$ cat config.mk
export PLATFORM = sky130hd
export DESIGN_NAME = lsti_front
export DESIGN_NICKNAME = d
export VERILOG_FILES = /design/src/design/lsti_pkg.sv /design/src/design/lsti_cmd_queue.sv /design/src/design/lsti_front.sv
export SDC_FILE = /design/constraint.sdc
export NUM_CORES = 1
export LEC_CHECK = 0
export BUFFER_PORTS_ARGS = -buffer_cell sky130_fd_sc_hd__buf_2
export CAP_MARGIN = 20
export CORE_MARGIN = 2
export CORE_UTILIZATION = 56
export DETAILED_ROUTE_END_ITERATION = 8
export GPL_TIMING_DRIVEN = 0
export MAX_ROUTING_LAYER = met4
export PLACE_DENSITY = 0.84
export SKIP_LAST_GASP = 1
export SYNTH_ARGS = -nofsm -noshare
export SYNTH_HDL_FRONTEND = slang
export SYNTH_SLANG_ARGS = --single-unit
$ cat constraint.sdc
create_clock -name aclk -period 18.28 [get_ports aclk]
set_input_delay 2.742 -clock aclk [delete_from_list [all_inputs] [get_ports aclk]]
set_output_delay 2.742 -clock aclk [all_outputs]
set_load 0.01 [all_outputs]
$ cat src/design/lsti_pkg.sv
// ----------------------------------------------------------------------------
// lsti_pkg
// Shared types and constants of the L-system turtle interpreter.
// ----------------------------------------------------------------------------
package lsti_pkg;

    localparam int STACK_DEPTH = 64;
    localparam int SP_W        = $clog2(STACK_DEPTH + 1);
    localparam int ADDR_W      = (STACK_DEPTH > 1) ? $clog2(STACK_DEPTH) : 1;
    localparam int ACTION_W    = 4;
    localparam int CFG_IDX_W   = 3;
    localparam int CFG_DATA_W  = 31;
    localparam int STEP_W      = 31;
    localparam int TRIG_W      = 18;
    localparam int S_TDATA_W   = 192;
    localparam int M_TDATA_W   = 96;
    localparam int M_TUSER_W   = 3;

    typedef logic signed [31:0] q16_t;
    typedef logic signed [TRIG_W-1:0] trig_t;

    // input symbol codes
    typedef enum logic [ACTION_W-1:0] {
        ACT_START  = 4'd0,
        ACT_DRAW   = 4'd1,
        ACT_MOVE   = 4'd2,
        ACT_PLUS   = 4'd3,
        ACT_MINUS  = 4'd4,
        ACT_AMP    = 4'd5,
        ACT_CARET  = 4'd6,
        ACT_BSLASH = 4'd7,
        ACT_SLASH  = 4'd8,
        ACT_BAR    = 4'd9,
        ACT_LBRACK = 4'd10,
        ACT_RBRACK = 4'd11
    } action_t;

    typedef enum logic [CFG_IDX_W-1:0] {
        REG_STEP_LENGTH = 3'd0,
        REG_COS_X       = 3'd1,
        REG_SIN_X       = 3'd2,
        REG_COS_Y       = 3'd3,
        REG_SIN_Y       = 3'd4,
        REG_COS_Z       = 3'd5,
        REG_SIN_Z       = 3'd6
    } reg_idx_t;

    typedef enum logic [2:0] {
        OP_START,
        OP_MOVE,
        OP_ROTATE,
        OP_REVERSE,
        OP_PUSH,
        OP_POP,
        OP_UNKNOWN
    } op_t;

    typedef enum logic [1:0] {
        AXIS_X,
        AXIS_Y,
        AXIS_Z
    } axis_t;

    typedef enum logic [1:0] {
        ST_POINT     = 2'd0,
        ST_UNDERFLOW = 2'd1,
        ST_OVERFLOW  = 2'd2,
        ST_UNKNOWN   = 2'd3
    } status_t;

    typedef enum logic [1:0] {
        BK_IDLE,
        BK_MOVE,
        BK_ROTATE,
        BK_POP
    } bk_state_t;

    typedef struct packed {
        op_t              op;
        logic             draw;
        axis_t            axis;
        logic             neg;
        q16_t [2:0]       pos;
        q16_t [2:0]       dir;
    } cmd_t;

    typedef struct packed {
        logic [STEP_W-1:0] step_length;
        trig_t             cos_x;
        trig_t             sin_x;
        trig_t             cos_y;
        trig_t             sin_y;
        trig_t             cos_z;
        trig_t             sin_z;
    } cfg_t;

    typedef struct packed {
        q16_t    x;
        q16_t    y;
        q16_t    z;
        logic    draw;
        status_t status;
        logic    last;
    } result_t;

endpackage

$ cat src/design/lsti_cmd_queue.sv
// ----------------------------------------------------------------------------
// lsti_cmd_queue
// Two-entry command queue between the decode front and the execution back.
// ----------------------------------------------------------------------------
module lsti_cmd_queue (
    input  logic           aclk,
    input  logic           aresetn,
    input  logic           in_valid,
    output logic           in_ready,
    input  lsti_pkg::cmd_t in_cmd,
    output logic           out_valid,
    input  logic           out_ready,
    output lsti_pkg::cmd_t out_cmd
);
    import lsti_pkg::*;

    localparam int DEPTH = 2;
    localparam int AW    = $clog2(DEPTH);
    localparam int CW    = $clog2(DEPTH + 1);

    cmd_t            mem_reg [DEPTH];
    logic [AW-1:0]   wr_ptr_reg, wr_ptr_next;
    logic [AW-1:0]   rd_ptr_reg, rd_ptr_next;
    logic [CW-1:0]   count_reg, count_next;
    logic            push, pop;

    assign in_ready  = (count_reg != CW'(DEPTH));
    assign out_valid = (count_reg != '0);
    assign out_cmd   = mem_reg[rd_ptr_reg];
    assign push      = in_valid && in_ready;
    assign pop       = out_valid && out_ready;

    always_comb begin
        wr_ptr_next = push ? wr_ptr_reg + AW'(1) : wr_ptr_reg;
        rd_ptr_next = pop ? rd_ptr_reg + AW'(1) : rd_ptr_reg;
        count_next  = count_reg;
        if (push && !pop) begin
            count_next = count_reg + CW'(1);
        end else if (pop && !push) begin
            count_next = count_reg - CW'(1);
        end
    end

    always_ff @(posedge aclk) begin
        if (!aresetn) begin
            wr_ptr_reg <= '0;
            rd_ptr_reg <= '0;
            count_reg  <= '0;
        end else begin
            wr_ptr_reg <= wr_ptr_next;
            rd_ptr_reg <= rd_ptr_next;
            count_reg  <= count_next;
        end
    end

    always_ff @(posedge aclk) begin
        if (push) begin
            mem_reg[wr_ptr_reg] <= in_cmd;
        end
    end

endmodule

$ cat src/design/lsti_front.sv
// ----------------------------------------------------------------------------
// lsti_front
// Accepts input words, decodes the symbol into a command and queues it.
// ----------------------------------------------------------------------------
module lsti_front (
    input  logic                           aclk,
    input  logic                           aresetn,
    input  logic                           s_tvalid,
    output logic                           s_tready,
    // start_x, start_y, start_z, start_dir_x, start_dir_y, start_dir_z
    input  logic [lsti_pkg::S_TDATA_W-1:0] s_tdata,
    // action
    input  logic [lsti_pkg::ACTION_W-1:0]  s_tuser,
    output logic                           cmd_valid,
    input  logic                           cmd_ready,
    output lsti_pkg::cmd_t                 cmd
);
    import lsti_pkg::*;

    cmd_t dec;

    always_comb begin
        dec        = '0;
        dec.op     = OP_UNKNOWN;
        dec.draw   = 1'b0;
        dec.axis   = AXIS_X;
        dec.neg    = 1'b0;
        dec.pos[0] = s_tdata[31:0];
        dec.pos[1] = s_tdata[63:32];
        dec.pos[2] = s_tdata[95:64];
        dec.dir[0] = s_tdata[127:96];
        dec.dir[1] = s_tdata[159:128];
        dec.dir[2] = s_tdata[191:160];
        case (s_tuser)
            ACT_START: begin
                dec.op = OP_START;
            end
            ACT_DRAW: begin
                dec.op   = OP_MOVE;
                dec.draw = 1'b1;
            end
            ACT_MOVE: begin
                dec.op = OP_MOVE;
            end
            ACT_PLUS, ACT_MINUS: begin
                dec.op   = OP_ROTATE;
                dec.axis = AXIS_X;
                dec.neg  = (s_tuser == ACT_MINUS);
            end
            ACT_AMP, ACT_CARET: begin
                dec.op   = OP_ROTATE;
                dec.axis = AXIS_Y;
                dec.neg  = (s_tuser == ACT_CARET);
            end
            ACT_BSLASH, ACT_SLASH: begin
                dec.op   = OP_ROTATE;
                dec.axis = AXIS_Z;
                dec.neg  = (s_tuser == ACT_SLASH);
            end
            ACT_BAR: begin
                dec.op = OP_REVERSE;
            end
            ACT_LBRACK: begin
                dec.op = OP_PUSH;
            end
            ACT_RBRACK: begin
                dec.op = OP_POP;
            end
            default: begin
                dec.op = OP_UNKNOWN;
            end
        endcase
    end

    lsti_cmd_queue u_queue (
        .aclk      (aclk),
        .aresetn   (aresetn),
        .in_valid  (s_tvalid),
        .in_ready  (s_tready),
        .in_cmd    (dec),
        .out_valid (cmd_valid),
        .out_ready (cmd_ready),
        .out_cmd   (cmd)
    );

endmodule

# Word-level counts from Yosys, hierarchy flattened
# Memory sizes are Yosys's and may differ from the RTL's. A register that Yosys moved wholly into a read port is not among the register bits.
# Index checks and enable logic that the tools add are counted.
word_totals:
  n_memories: 1
  romBits: 0
  word_cells: 43
  input_bits: 200
  mem_bits_rw: 398
  latchBits: 0
  reg_bits: 4
  out_inout_bits: 201
memory_table:
  columns: ["memory", "words", "word_bits", "rd", "rd_clocked_by_memory_dff", "wr", "line_no", "text"]
  rows:
  - ["u_queue.mem_reg", 2, 199, 1, 1, 1, "lsti_cmd_queue.sv:21", "cmd_t mem_reg [DEPTH];"]
classes:
  n_addsub: 4
  shifts: 0
  n_reduce_logical: 14
  muxes: 9
  div_mod_pow: 0
  order_cmp: 0
  n_eq_ne: 12
  bitwise: 0
  multipliers: 0
ops:
  columns: ["op", "count"]
  rows:
  - ["$pmux W3 S6", 1]
  - ["$eq A4 B3 Y1 const B", 4]
  - ["$eq A4 B4 Y1 const B", 4]
  - ["$pmux W3 S3", 1]
  - ["$eq A4 B2 Y1 const B", 2]
  - ["$reduce_or A2 Y1", 4]
  - ["$reduce_or A6 Y1", 1]
  - ["$mux W1", 5]
  - ["$eq A4 B1 Y1 const B", 1]
  - ["$logic_and A1 B1 Y1", 4]
  - ["$logic_not A4 Y1", 1]
  - ["$mux W2", 2]
  - ["$reduce_bool A2 Y1", 2]
  - ["$add A1 B1 Y1 const B", 2]
  - ["$add A2 B1 Y2 const B", 1]
  - ["$logic_not A1 Y1", 2]
  - ["$ne A2 B2 Y1 const B", 1]
  - ["$sub A2 B1 Y2 const B", 1]

# Depth between registers and ports, before layout
# Gate-level depths: netlist of the first run.
depth:
  depth_word: 6
  depth_mapped: 6
  ltp_nobuf: 6

# Cells and area by module
# Synthesis of the first run repeated with hierarchy kept, for this count alone.
hier_totals:
  hier_cells: 660
  area_unflattened_um2: 15118.2
modules_own_cells:
  columns: ["mod", "cells_each", "area_per_inst_um2", "seq_area_each_um2", "instances"]
  rows:
  - ["lsti_cmd_queue", 643, 15000.6, 12051.6, 1]
  - ["lsti_front", 17, 117.6, 0.0, 1]

# Worst setup path after synthesis of the first run
# OpenSTA, ideal clock, no wires.
synth_path:
  path_type: "input port to flip-flop"
  from: "input s_tvalid"
  to: "memory u_queue.mem_reg[1][0] (netlist bit), enable pin"
  setup_time_ps: 585
  required_time_ps: 17695
  path_slack_ps: 10356
  stages: 1
  arrival_ps: 7339
  path_buffers: 0
  path_cell_list: "and3_1"
synth_via:
  elab_chain_cells: 3
synth_lines:
  columns: ["item", "line_no", "text"]
  rows:
  - ["start, declared", "lsti_front.sv:8", "input logic s_tvalid,"]
  - ["$logic_and A1 B1 Y1", "lsti_cmd_queue.sv:30", "assign push = in_valid && in_ready;"]
  - ["$mux W1", "lsti_cmd_queue.sv:57", "if (push) begin"]
  - ["$mux W1 (implied by the code)", "lsti_cmd_queue.sv:58", "mem_reg[wr_ptr_reg] <= in_cmd;"]
  - ["end, declared", "lsti_cmd_queue.sv:21", null]
# No other way between the ends.

==> impl_metrics.yaml, run 1 <==
critical_path:
  critPathCaptureType: "primary output"
  worst_path_fanout_max: 10
  cp_data_arrival_time_ns: 1.93
  regToRegStartpoint: "u_queue.count_reg[0]"
  ff2ff_path_depth: 5
  setup.reg_to_reg.worst_slack_ns: 15.89
  cp_data_required_time_ns: 15.54
  timing.critical_path.from_type: "flop"
  slowest_stage: "dfxtp_1"
  timing.critical_path.mode_cell: "buf_6"
  critical_path.max_stage_delay_ns: 0.33
  startpoint_to_endpoint_class_of_the_critical_path: "flop to primary output"
  r2r-end: "u_queue.mem_reg[0][94]"
  cp_cell_sequence: "buf_6 > buf_6 > buf_6 > mux2_4 > buf_2"
sta:
  setup_tns_ns: 0
  max_slew_margin: 0.449
  layout_worst_path_cycle_share: 0.255
  final_clock_skew_ns: 0.0134
  rsz0062_at_grt: "no"
  max_slew.worst_pin.slew_ns: 0.827
  final-max-slew-violation-count: 0
  final_report_setup_violation_count: 0
  final_period_minus_worst_setup_slack_ns: 4.67
  hold_viol: 0
  max_fclk_ghz: 0.214
place:
  post-place-cells: 1406
  detailedPlacementHpwl_um: 21200
  post_dp_cell_area_mm2: 0.0177
  port_buf_inserts: 400
  gpl.final_weighted_congestion: 0.768
routing:
  drt-wirelength-per-cell_um: 20.7
  dr.pass1.iters: 5
  routed-via-count: 7782
  route.detailed.vias_per_inst: 5.24
  detailed_router_s_first_iteration_violation_count: 581
  drt_wl_total_um: 30800
  drt.antenna.violating_nets: 0
  drc: 0
layout:
  nFillCells: 1682
  layout.cells.most_common: "buf_2"
  final_cell_mix: "408 x buf_2, 398 x edfxtp_1, 100 x mux2_4"
  post_route_cells_drive_above_1_share: 0.598
  layout-area-overhead-vs-synth_pct: 25.3
  stdcell_count: 1486
  largest_register_ffs: 398
  nets: 1308
  postLayoutCellArea_mm2: 0.0189
global_routing:
  number_of_global_route_vias_before_repair: 8154
  grt_overflow: 0
  antenna_found_initial: 10
  grt.total_usage: 0.217
  grt_start_max_net_pins: 81
  wire_length_of_the_first_global_routing_pass_um: 44700
floorplan:
  core.rowCount: 60
  design.portCount: 401
  floorplan.die.height_um: 168
  die_w_um: 168
  die_area_mm2: 0.0283
  initial_core_util: 0.565
  coreArea_mm2: 0.0267
min_path:
  min_to: "u_queue.count_reg[1]"
  hold_class: "flop to flop"
  hold_start: "u_queue.count_reg[1]"
  hold_path_depth: 2
synth:
  synth-warning-count: 0
  post_synth_inst_count: 660
  synthesis.area_per_instance_um2: 22.9
  synth_cell_type_count: 26
  synth_sequential_area_ratio: 0.799
  yosys_register_bits: 403
  postSynthNetCount: 861
  netlist_area_mm2: 0.0151
clock_network:
  clock_tree.buffer_depth: 3
  clock_tree_from_tritoncts: "yes"
  clk_transition_reported_paths_ns: 0.06
  cts_post_setup_buffers_inserted: 0
  cts_buffers: 40
  clkLatencyLatePin_ns: 0.51
  cts_htree_levels: 2
  cts-hold-fix-buffers: 0
  cts-root-buf: "clkbuf_16"
  cts-resized-gates: 0
  cts.sinks: 403
pwr:
  ir_drop_v: 0.0000942
  power_leakage_nw: 7.28
  powerDensity_mw_per_mm2: 140
  design_power_total_mw: 2.64
flow_run:
  max_cap_violations: 0
status:
  status: "finished, final reports clean"
[cell families after synthesis]
| kind of cell | count (synthesis) | share of synthesized area |
|---|---|---|
| adder cells (fa/ha/maj) | 1 | 0.000829 |
| multiplexers | 199 | 0.173 |
| XOR/XNOR | 4 | 0.00232 |
| buffers and inverters | 24 | 0.0136 |
| AO/OA/AOI/OAI | 11 | 0.00439 |
| AND/OR/NAND/NOR | 18 | 0.00680 |
| flip-flops | 403 | 0.799 |
[cells in the mapped netlist]
library cell	n	share of area
and3_1	1	0.00041
a21bo_2	1	0.00066
xnor2_1	3	0.0017
nand2_1	2	0.00050
nand2b_1	3	0.0012
or2_2	1	0.00041
buf_6	14	0.010
and2_1	4	0.0017
a21boi_0	2	0.00099
mux2_2	99	0.074
o22ai_1	1	0.00041
o21ai_1	1	0.00033
nor2_1	2	0.00050
inv_1	2	0.00050
ha_1	1	0.00083
nor3_1	1	0.00033
edfxtp_1	398	0.79
nor2b_1	1	0.00041
nand3b_1	1	0.00050
or3_1	2	0.00083
dfxtp_1	5	0.0066
a21oi_1	3	0.00099
mux2_4	100	0.10
buf_2	8	0.0027
xor2_1	1	0.00058
o21ai_0	3	0.00099
[where the power goes]
group | internal (mW) | leakage, nW | switching [mW] | total (mW)
Combinational | 0.335 | 2.92 | 0.353 | 0.688
Sequential | 1.15 | 3.76 | 0.0289 | 1.18
Clock | 0.453 | 0.592 | 0.316 | 0.770
[layer usage]
layer  share of wire  track usage  up-vias
met5               0            -        -
met1            0.36        0.232     3815
met3           0.091       0.0724       68
met4           0.029       0.0720        0
met2            0.52        0.380      361
li1                -            -     3538
[area by class of cell]
class / instances / area, um^2 / area share
Sequential cell: 403 / 12100 / 0.637
Multi-Input combinational cell: 233 / 2840 / 0.150
Timing Repair Buffer: 405 / 2130 / 0.113
Clock buffer: 54 / 1070 / 0.0568
Tap cell: 341 / 427 / 0.0226
Buffer: 22 / 198 / 0.0105
Clock inverter: 15 / 148 / 0.00781
Antenna cell: 11 / 27.5 / 0.00146
Inverter: 2 / 15.0 / 0.000794
[worst max-delay path, delay by kind of cell (launching register included)]
family / cells / cell delay, ns
buffers and inverters: 4 / 0.74
flip-flops: 1 / 0.33
multiplexers: 1 / 0.32
[worst max path at each step]
stage,startpoint,to,slack (ns),cells after the start
floorplan,s_tvalid,u_queue.mem_reg[1][0],10.36,1
global placement,s_tvalid,u_queue.mem_reg[1][80],7.84,2
detailed placement,s_tvalid,u_queue.mem_reg[0][84],13.66,5
CTS,flop,cmd[25],13.55,5
global route,flop,cmd[25],13.52,5
finish,flop,cmd[49],13.61,5
[stage by stage]
stage | util | setup slack (ns) | hold slack, ns
2_1_floorplan | - | 10.36 | 0.486
3_3_place_gp | 0.655 | 7.84 | 0.509
3_5_place_dp | 0.661 | 13.66 | 0.549
4_1_cts | 0.707 | 13.55 | 0.556
5_1_grt | 0.707 | 13.52 | 0.571
6_report | 0.708 | 13.61 | 0.545
Power figures use the tool's default switching activity.
==> run 2: changes to the inputs <==
Settings changed: CORE_UTILIZATION 56 to 47, PLACE_DENSITY 0.84 to 0.75.
Clock period 18.28 ns to 3.9 ns, I/O delays scaled along.
==> run 2 against run 1 <==
  * Clock skew rose by 0.0024 ns
  * Non-clock buffer count rose by 4
  * Flip-flop and latch count did not move
  * Largest power group unchanged
  * Clock power rose to 5.0 times the previous value
  * Sequential share of layout area fell by 0.92 points
  * Final area rose by 1.5%
  * Global-route usage fell by 3.0 points
  * First-iteration DRC count fell by 32%
  * Final cell count rose by 4.6%
  * Via count fell by 0.67%
  * Register-to-register slack got worse by 14 ns
==> impl_metrics.yaml, run 2 (synthesized netlist as in run 1, its figures left out) <==
routing:
  dr.pass1.iters: 4
  drt_wl_total_um: 31400
  route.detailed.vias_per_inst: 4.97
  drt.antenna.violating_nets: 0
  drt-wirelength-per-cell_um: 20.2
  routed-via-count: 7730
  detailed_router_s_first_iteration_violation_count: 397
  drc: 0
place:
  port_buf_inserts: 400
  detailedPlacementHpwl_um: 22100
  post_dp_cell_area_mm2: 0.0178
  post-place-cells: 1471
  gpl.final_weighted_congestion: 0.758
  dpl_worst_slack_ns: 1.40
clock_network:
  cts.sinks: 403
  clk_transition_reported_paths_ns: 0.06
  cts_htree_levels: 2
  clock_tree.buffer_depth: 3
  cts-resized-gates: 0
  cts-hold-fix-buffers: 0
  cts_post_setup_buffers_inserted: 0
  clkLatencyLatePin_ns: 0.52
  cts_buffers: 42
  clock_tree_from_tritoncts: "yes"
  cts-root-buf: "clkbuf_16"
critical_path:
  startpoint_to_endpoint_class_of_the_critical_path: "flop to primary output"
  worst_path_fanout_max: 10
  slowest_stage: "mux2_4"
  timing.critical_path.mode_cell: "buf_6"
  cp_data_required_time_ns: 3.31
  timing.critical_path.from_type: "flop"
  cp_cell_sequence: "buf_6 > buf_6 > buf_6 > mux2_4 > buf_2"
  critPathCaptureType: "primary output"
  critical_path.max_stage_delay_ns: 0.34
  cp_data_arrival_time_ns: 1.95
  ff2ff_path_depth: 5
sta:
  max_fclk_ghz: 0.394
  final-max-slew-violation-count: 0
  final.hold.worst_slack_ns: 0.245
  final_clock_skew_ns: 0.0158
  fin_ws_ns: 1.36
  final_period_minus_worst_setup_slack_ns: 2.54
  max_slew_margin: 0.500
  layout_worst_path_cycle_share: 0.650
  rsz0062_at_grt: "no"
  final_report_setup_violation_count: 0
  max_slew.worst_pin.slew_ns: 0.749
  hold_viol: 0
layout:
  multi_input_area_mm2: 0.00285
  stdcell_count: 1555
  seq_area_mm2: 0.0121
  nets: 1314
  layout.cells.most_common: "buf_2"
  postLayoutCellArea_mm2: 0.0192
  final_cell_mix: "408 x buf_2, 398 x edfxtp_1, 100 x mux2_4"
  nFillCells: 2302
  largest_register_ffs: 398
  post_route_cells_drive_above_1_share: 0.604
  layout-area-overhead-vs-synth_pct: 27.2
floorplan:
  core.rowCount: 65
  initial_core_util: 0.478
  coreArea_mm2: 0.0316
  die_area_mm2: 0.0336
  die_w_um: 183
  design.portCount: 401
  floorplan.die.height_um: 183
global_routing:
  grtUsageMet2: 0.322
  grt_start_max_net_pins: 65
  grt_overflow: 0
  globalRouteMet3Util: 0.0707
  global_route.peak_usage_layer: "met2"
  antenna_found_initial: 8
  number_of_global_route_vias_before_repair: 8172
  wire_length_of_the_first_global_routing_pass_um: 45700
  grt.total_usage: 0.187
  grt_util_met1: 0.199
pwr:
  powerDensity_mw_per_mm2: 661
  ir_drop_v: 0.000459
  power_leakage_nw: 7.37
flow_run:
  max_cap_violations: 0
status:
  status: "finished, final reports clean"
min_path:
  hold_class: "input port to flop"
  hold_path_depth: 1
[run 2: cell types whose count changed in the layout (fill, tap and decap cells not counted)]
| cell | change |
|---|---|
| nand2b_1 | -1 |
| clkbuf_1 | -3 |
| clkinv_1 | +1 |
| nand2b_4 | +1 |
| clkinv_4 | +2 |
| inv_8 | -1 |
| diode_2 | -3 |
| inv_6 | -1 |
| buf_12 | +4 |
| clkinv_2 | +3 |
| clkinvlp_4 | +2 |
| clkbuf_16 | +4 |
[run 2: cell type report]
type,count,share of cell area
inverter,2,0.000587
clock buffer,55,0.0606
multi-input combinational,233,0.148
clock inverter,21,0.00952
tap,402,0.0262
buffer,22,0.0103
timing repair buffer,409,0.115
sequential,403,0.628
antenna,8,0.00104
[run 2: path summary, 6_finish.rpt]
kind	slack, ns	end	from
setup / recovery	1.36	cmd[20]	flop
hold / removal	0.24	u_queue.mem_reg[0][110]	s_tdata[14]
setup reg to reg	1.56	u_queue.mem_reg[0][10]	u_queue.count_reg[0]
hold reg to reg	0.61	u_queue.count_reg[1]	u_queue.count_reg[1]
[run 2: through the flow]
stage	setup TNS, ns	power (mW)	utilization
floorplan	-33.91	7.71	-
global placement	-620.46	8.92	0.558
detailed placement	0	8.96	0.565
CTS	0	12.8	0.607
global route	0	13.2	0.608
finish	0	12.7	0.608
[run 2: worst max-delay path, delay by kind of cell (launching register included)]
family | cells | cell delay (ns)
muxes | 1 | 0.34
DFF | 1 | 0.32
buffers and inverters | 4 | 0.75
[run 2: where the power goes]
part | internal (mW) | switching, mW
combinational | 1.61 | 1.68
clock | 2.30 | 1.56
sequential | 5.41 | 0.131
[run 2: layer usage]
metal  wire (um)  part of all wire
met3        3230              0.10
met2       16100              0.51
met4         697             0.022
met5           0                 0
met1       11400              0.36
==> run 3: changes to the inputs <==
Settings changed: CORE_UTILIZATION 47 to 52, PLACE_DENSITY 0.75 to 0.79.
Clock period 3.9 ns to 2.54 ns, I/O delays scaled along.
==> run 3 against run 2 <==
  * Die area down 9.4%
  * Worst setup slack worse by 1.1 ns
  * Utilization up 5.8 points
  * Register-to-register slack worse by 1.3 ns
  * Final area down 0.66%
  * Clock power up 48%
  * Largest power group unchanged
  * Highest routed layer unchanged
  * Critical path depth up 1
==> impl_metrics.yaml, run 3 (synthesized netlist as in run 1, its figures left out) <==
status:
  status: "finished, final reports clean"
clock_network:
  cts_buffers: 41
  clkLatencyLatePin_ns: 0.52
  clk_transition_reported_paths_ns: 0.06
  cts.sinks: 403
  cts_post_setup_buffers_inserted: 0
  clock_tree.buffer_depth: 3
  cts-hold-fix-buffers: 0
  clock_tree_from_tritoncts: "yes"
  cts-root-buf: "clkbuf_16"
  cts_htree_levels: 2
  cts-resized-gates: 0
routing:
  drt-wirelength-per-cell_um: 20.2
  detailed_router_s_first_iteration_violation_count: 539
  drt_wl_total_um: 31100
  drc: 0
  route.detailed.vias_per_inst: 5.09
  routed-via-count: 7810
  dr.pass1.iters: 5
  drt.antenna.violating_nets: 0
flow_run:
  max_cap_violations: 0
layout:
  nets: 1312
  seq_area_mm2: 0.0121
  final_cell_mix: "408 x buf_2, 398 x edfxtp_1, 100 x mux2_4"
  layout-area-overhead-vs-synth_pct: 26.3
  multi_input_area_mm2: 0.00285
  layout.cells.most_common: "buf_2"
  post_route_cells_drive_above_1_share: 0.602
  nFillCells: 1910
  final_core_util: 0.666
  stdcell_count: 1535
  largest_register_ffs: 398
sta:
  rsz0062_at_grt: "no"
  fin_ws_ns: 0.232
  final_period_minus_worst_setup_slack_ns: 2.31
  final_report_setup_violation_count: 0
  max_fclk_ghz: 0.433
  final-max-slew-violation-count: 0
  max_slew_margin: 0.587
  layout_worst_path_cycle_share: 0.909
  hold_viol: 0
  final_clock_skew_ns: 0.00983
  setup_tns_ns: 0
  max_slew.worst_pin.slew_ns: 0.618
pwr:
  powerDensity_mw_per_mm2: 1010
  power_leakage_nw: 7.32
  ir_drop_v: 0.000642
  design_power_total_mw: 19.2
min_path:
  hold_start: "s_tdata[123]"
  hold_class: "input port to flop"
  hold_path_depth: 1
  min_to: "u_queue.mem_reg[1][27]"
floorplan:
  die_area_mm2: 0.0304
  coreArea_mm2: 0.0286
  core.rowCount: 62
  die_w_um: 174
  initial_core_util: 0.527
  floorplan.die.height_um: 174
  design.portCount: 401
critical_path:
  regToRegStartpoint: "u_queue.count_reg[1]"
  path_buf_inv: 4
  setup.reg_to_reg.worst_slack_ns: 0.23
  ff2ff_path_depth: 6
  startpoint_to_endpoint_class_of_the_critical_path: "flop to flop"
  critical_path.top_delay_family: "buffers and inverters"
  timing.critical_path.mode_cell: "buf_12"
  worst_path_fanout_max: 35
  cp_cell_sequence: "nand2b_4 > nand3b_1 > clkinvlp_4 > buf_12 > buf_12 > buf_12"
  critPathCaptureType: "flop"
  timing.critical_path.from_type: "flop"
  r2r-end: "u_queue.mem_reg[0][55]"
  critical_path.max_stage_delay_ns: 0.53
  slowest_stage: "clkinvlp_4"
  cp_data_arrival_time_ns: 2.57
  cp_data_required_time_ns: 2.80
global_routing:
  wire_length_of_the_first_global_routing_pass_um: 46300
  grt_overflow: 0
  number_of_global_route_vias_before_repair: 8243
  grt_start_max_net_pins: 67
  grt.total_usage: 0.207
  antenna_found_initial: 9
place:
  dpl_worst_slack_ns: 0.195
  gpl.final_weighted_congestion: 0.759
  detailedPlacementHpwl_um: 21500
  port_buf_inserts: 400
  post-place-cells: 1452
[run 3: how the worst max path moves through the flow]
stage / start / end / slack (ns) / cells after the start
2_1_floorplan: u_queue.count_reg[0] / u_queue.mem_reg[0][0] / -1.45 / 3
3_3_place_gp: s_tvalid / u_queue.mem_reg[0][52] / -3.19 / 3
3_5_place_dp: u_queue.count_reg[1] / u_queue.mem_reg[0][55] / 0.20 / 6
4_1_cts: u_queue.count_reg[1] / u_queue.mem_reg[0][55] / 0.18 / 6
5_1_grt: u_queue.count_reg[1] / u_queue.mem_reg[0][30] / 0.09 / 6
6_report: u_queue.count_reg[1] / u_queue.mem_reg[0][55] / 0.23 / 6
[run 3: layout make-up]
| cell class | instances | area share |
|---|---|---|
| Clock inverter | 22 | 0.0109 |
| Clock buffer | 51 | 0.0558 |
| Sequential cell | 403 | 0.632 |
| Inverter | 2 | 0.000591 |
| Multi-Input combinational cell | 233 | 0.149 |
| Buffer | 22 | 0.0104 |
| Tap cell | 384 | 0.0252 |
| Timing Repair Buffer | 408 | 0.114 |
| Antenna cell | 10 | 0.00131 |
[run 3: through the flow]
stage          area (um^2)  hold WS, ns
2_1_floorplan        15100        0.480
3_3_place_gp         17600        0.537
3_5_place_dp         17800        0.572
4_1_cts              19000       0.0276
5_1_grt              19100       0.0201
6_report             19100       0.0439
[run 3: metal layers]
layer / part of all wire / global-route usage / vias to the layer above
li1: - / - / 3558
met1: 0.37 / 0.237 / 3837
met2: 0.52 / 0.348 / 351
met3: 0.089 / 0.0612 / 64
met4: 0.028 / 0.0739 / 0
met5: 0 / - / -
[run 3: report_power, final]
part | switching (mW) | leakage (nW) | internal (mW) | total [mW]
combinational | 2.54 | 2.94 | 2.45 | 5.00
clock | 2.32 | 0.620 | 3.37 | 5.70
sequential | 0.207 | 3.76 | 8.30 | 8.51
